==> src/rtl/core/tq_mul.sv <==
`default_nettype none
// Two-stage unsigned multiplier: 32x32 limb products, then shifted sum.
module tq_mul #(
  parameter int AW = 33,
  parameter int BW = 33
) (
  input  logic          clk_i,
  input  logic          en_i,
  input  logic [AW-1:0] a_i,
  input  logic [BW-1:0] b_i,
  output logic [AW+BW-1:0] p_o
);

  localparam int LW  = 32;
  localparam int NA  = (AW + LW - 1) / LW;
  localparam int NB  = (BW + LW - 1) / LW;
  localparam int PW  = AW + BW;
  localparam int SW  = (NA + NB) * LW;

  logic [NA*LW-1:0] a_pad;
  logic [NB*LW-1:0] b_pad;
  logic [2*LW-1:0]  pp_q [NA*NB];
  logic [SW-1:0]    sum_w;
  logic [PW-1:0]    p_q;

  assign a_pad = (NA*LW)'(a_i);
  assign b_pad = (NB*LW)'(b_i);

  always_ff @(posedge clk_i) begin
    if (en_i) begin
      for (int i = 0; i < NA; i++) begin
        for (int j = 0; j < NB; j++) begin
          pp_q[i*NB+j] <= a_pad[i*LW +: LW] * b_pad[j*LW +: LW];
        end
      end
    end
  end

  always_comb begin
    sum_w = '0;
    for (int i = 0; i < NA; i++) begin
      for (int j = 0; j < NB; j++) begin
        sum_w = sum_w + (SW'(pp_q[i*NB+j]) << (LW * (i + j)));
      end
    end
  end

  always_ff @(posedge clk_i) begin
    if (en_i) begin
      p_q <= sum_w[PW-1:0];
    end
  end

  assign p_o = p_q;

endmodule
`default_nettype wire

==> config.mk <==
export PLATFORM = sky130hd
export DESIGN_NAME = tq_mul
export DESIGN_NICKNAME = d
export VERILOG_FILES = /design/src/rtl/core/tq_mul.sv
export SDC_FILE = /design/constraint.sdc
export NUM_CORES = 2
export LEC_CHECK = 0
export ABC_CLOCK_PERIOD_IN_PS = 7980
export BUFFER_PORTS_ARGS = -buffer_cell sky130_fd_sc_hd__buf_2
export CORE_UTILIZATION = 60
export CTS_BUF_LIST = sky130_fd_sc_hd__clkbuf_8
export DETAILED_ROUTE_END_ITERATION = 6
export HOLD_SLACK_MARGIN = 0.05
export PLACE_DENSITY = 0.76
export REMOVE_ABC_BUFFERS = 1
export SLEW_MARGIN = 40
export SYNTH_ARGS = -nofsm -noshare
export SYNTH_HDL_FRONTEND = slang
export SYNTH_SLANG_ARGS = --single-unit
==> constraint.sdc <==
create_clock -name clk_i -period 7.98 [get_ports clk_i]
set_input_delay 0.399 -clock clk_i [delete_from_list [all_inputs] [get_ports clk_i]]
set_output_delay 0.399 -clock clk_i [all_outputs]
set_load 0.1 [all_outputs]
==> qor.yml <==
die_w_um: 266.4
drv_cap: 0
dr.pass1.iters: 7
grt_most_used_layer: "met2"
synth.distinct_cells: 77
grt_pass1_vias: 31770
dpl_cell_area_um2: 43890
regArea_um2: 5856
design_area_um2: 44330
drt_iter0_markers: 2270
clock_latency_ns: 0.50
outcome: "complete, no violations"
die_h_um: 266.4
grt_usage: 0.3136
ios: 134
slew_viol_final: 0
post-route-min-period_ns: 7.456
n_fill_cell: 5456
cts_tree: "built"
syn_area_per_cell_um2: 9.953
drt_wl_total_um: 104400
ant_nets: 0
synth-compound-area-share: 0.04586
grt-ovfl-total: 0
synthSimpleGateAreaFrac: 0.1655
place.gp.congestion: 0.9490
cp.required_ns: 8.34
clock_skew_ns: 0.01874
htreeDepth: 4
worst_slack_ns: 0.5241
layout.nets: 5560
diodes: 0
min_period_over_period: 0.9343
grtUsageMet1: 0.4293
grt_pass1_wl_um: 170800
cts-root-buf: "clkbuf_8"
wl_per_cell_um: 20.04
synth_cells: 4213
core-area_um2: 68830
cts_made_buffers: 17
synth-xor-area-share: 0.01796
finalHoldViolCount: 0
synthFlopType: "edfxtp_1"
synth_top_family_by_area: "adder cells"
relSlewSlack: 0.4335
grt_max_degree: 109
drive_gt1_frac: 0.07568
portBuffers: 133
tightest_slew_ns: 0.8497
post-place-ws_ns: 0.04790
ys_warn_count: 0
mostFrequentLayoutCell: "fa_1"
via_per_inst: 5.543
vias: 28890
rows: 96
postSynthRegisterBits: 195
grtUsageMet2: 0.5004
antenna_found_initial: 9
use_met3: 0.07024
cts.sinks: 195
cts_setup_buffers: 0
drcViolationCount: 0
syn2layout_area_growth_pct: 5.726
multiInputGateArea_um2: 31920
ctsHoldBuffers: 0
tns_ns: 0
synth.area.mux_share: 0.0002387
cts-resized-gates: 0
die_area_um2: 70950
setup-violations-final: 0
dp_hpwl_um: 87290
fmax_mhz: 134.1
cp-end-kind: "register"
synth-edff-count: 195
synth_area_um2: 41930
rsz0062_at_grt: "false"
clk_pin_slew_ns: 0.11
worstHoldPathType: "in -> reg"
final_cell_mix: "fa_1 (929), inv_1 (869), and2_1 (666), nand2_1 (499), ha_1 (295)"
synthArstFlopShare: 0
critPathMaxFanout: 33
synthAdderAreaFrac: 0.5316
start_util: 0.6092
cp.arrival_ns: 7.81
path_class: "in -> reg"
ys_seq_area_frac: 0.1396
startpoint_type: "input port"
clockBufferDepth: 2
[registers in the layout, summed over array words and instances, names as in the netlist]
| signal | cells |
|---|---|
| p_o | 66 |
| pp_q | 129 |
[area by class of cell]
class,instances,area share
clock buffers,17,0.005278
clock inverters,15,0.004657
inverters,869,0.07358
multi-input cells,2922,0.7199
flip-flops and latches,195,0.1321
well taps,931,0.02628
repair buffers,263,0.03819
[worst paths after layout]
| path | from | end | slack (ns) | cells past startpoint |
|---|---|---|---|---|
| setup / recovery | b_i[6] | pp_q[0][62] | 0.52 | 23 |
| hold / removal | en_i | p_o[12] | 0.40 | 1 |
| setup reg to reg | pp_q[0][33] | p_o[59] | 4.01 | 13 |
| hold reg to reg | pp_q[0][18] | p_o[18] | 0.42 | 0 |
[cells in the mapped netlist (3+ instances only)]
cell type | instances | area [um2]
inv_1 | 869 | 3262
a221o_1 | 4 | 40.04
and3_1 | 13 | 81.33
buf_2 | 7 | 35.03
fa_1 | 929 | 18600
a221oi_1 | 5 | 43.79
edfxtp_1 | 195 | 5856
o21ai_1 | 4 | 20.02
clkbuf_1 | 214 | 803.3
nand2_1 | 499 | 1873
xor2_1 | 34 | 297.8
ha_1 | 295 | 3691
o21a_1 | 8 | 60.06
a31oi_1 | 11 | 68.82
and2_1 | 666 | 4167
a41oi_1 | 4 | 35.03
nor2_1 | 46 | 172.7
nor4_1 | 3 | 18.77
a211oi_1 | 6 | 45.04
nor3_1 | 12 | 60.06
o22ai_1 | 3 | 18.77
a21o_1 | 39 | 292.8
nor2b_1 | 9 | 56.30
a211o_1 | 4 | 35.03
o211ai_1 | 6 | 45.04
o221ai_1 | 3 | 26.28
nor3b_1 | 3 | 22.52
a21o_2 | 4 | 35.03
o31ai_1 | 4 | 30.03
a21oi_1 | 84 | 420.4
nand3_1 | 25 | 125.1
or2_2 | 3 | 18.77
nand4_1 | 24 | 150.1
o21bai_1 | 19 | 142.6
nand2b_1 | 10 | 62.56
xnor2_1 | 52 | 455.4
a21boi_0 | 5 | 37.54
o21ai_0 | 42 | 210.2
[kinds of logic after synthesis]
logic type / count (synthesis)
and+or+nand+nor: 1328
adders and majority gates: 1224
buffers and inverters: 1096
AOI/OAI and AO/OA: 283
DFF: 195
xor gates and xnor gates: 86
muxes: 1
[per-layer routing]
layer	routed length, um	vias to the layer above
li1	-	12710
met3	9887	223
met4	3318	10
met1	42860	14700
met5	57	-
met2	48330	1244
[critical path, stage by stage]
cell and delay [ns]:
buf_2 0.60, and2_1 0.26, fa_1 0.44, fa_1 0.50
fa_1 0.53, inv_1 0.05, fa_1 0.47, inv_1 0.05
fa_1 0.50, fa_1 0.52, fa_1 0.56, fa_1 0.43
ha_1 0.40, a21oi_1 0.26, o21ai_0 0.20, nor2b_1 0.14
o211ai_1 0.15, and3_1 0.24, o21ai_0 0.19, buf_4 0.16
a21oi_1 0.09, or4b_1 0.51, nand3_1 0.10
[stage by stage]
| stage | instances | hold WS, ns | util |
|---|---|---|---|
| after floorplan | 3986 | 0.4003 | - |
| after global placement | 5180 | 0.4015 | 0.6377 |
| after detailed placement | 5180 | 0.4045 | 0.6377 |
| after CTS | 5212 | 0.3950 | 0.6441 |
| after global routing | 5212 | 0.4335 | 0.6441 |
| final | 5212 | 0.3974 | 0.6441 |
Power is not shown: default switching activity piles up to over one toggle a cycle in this logic, so the estimate is an artifact.
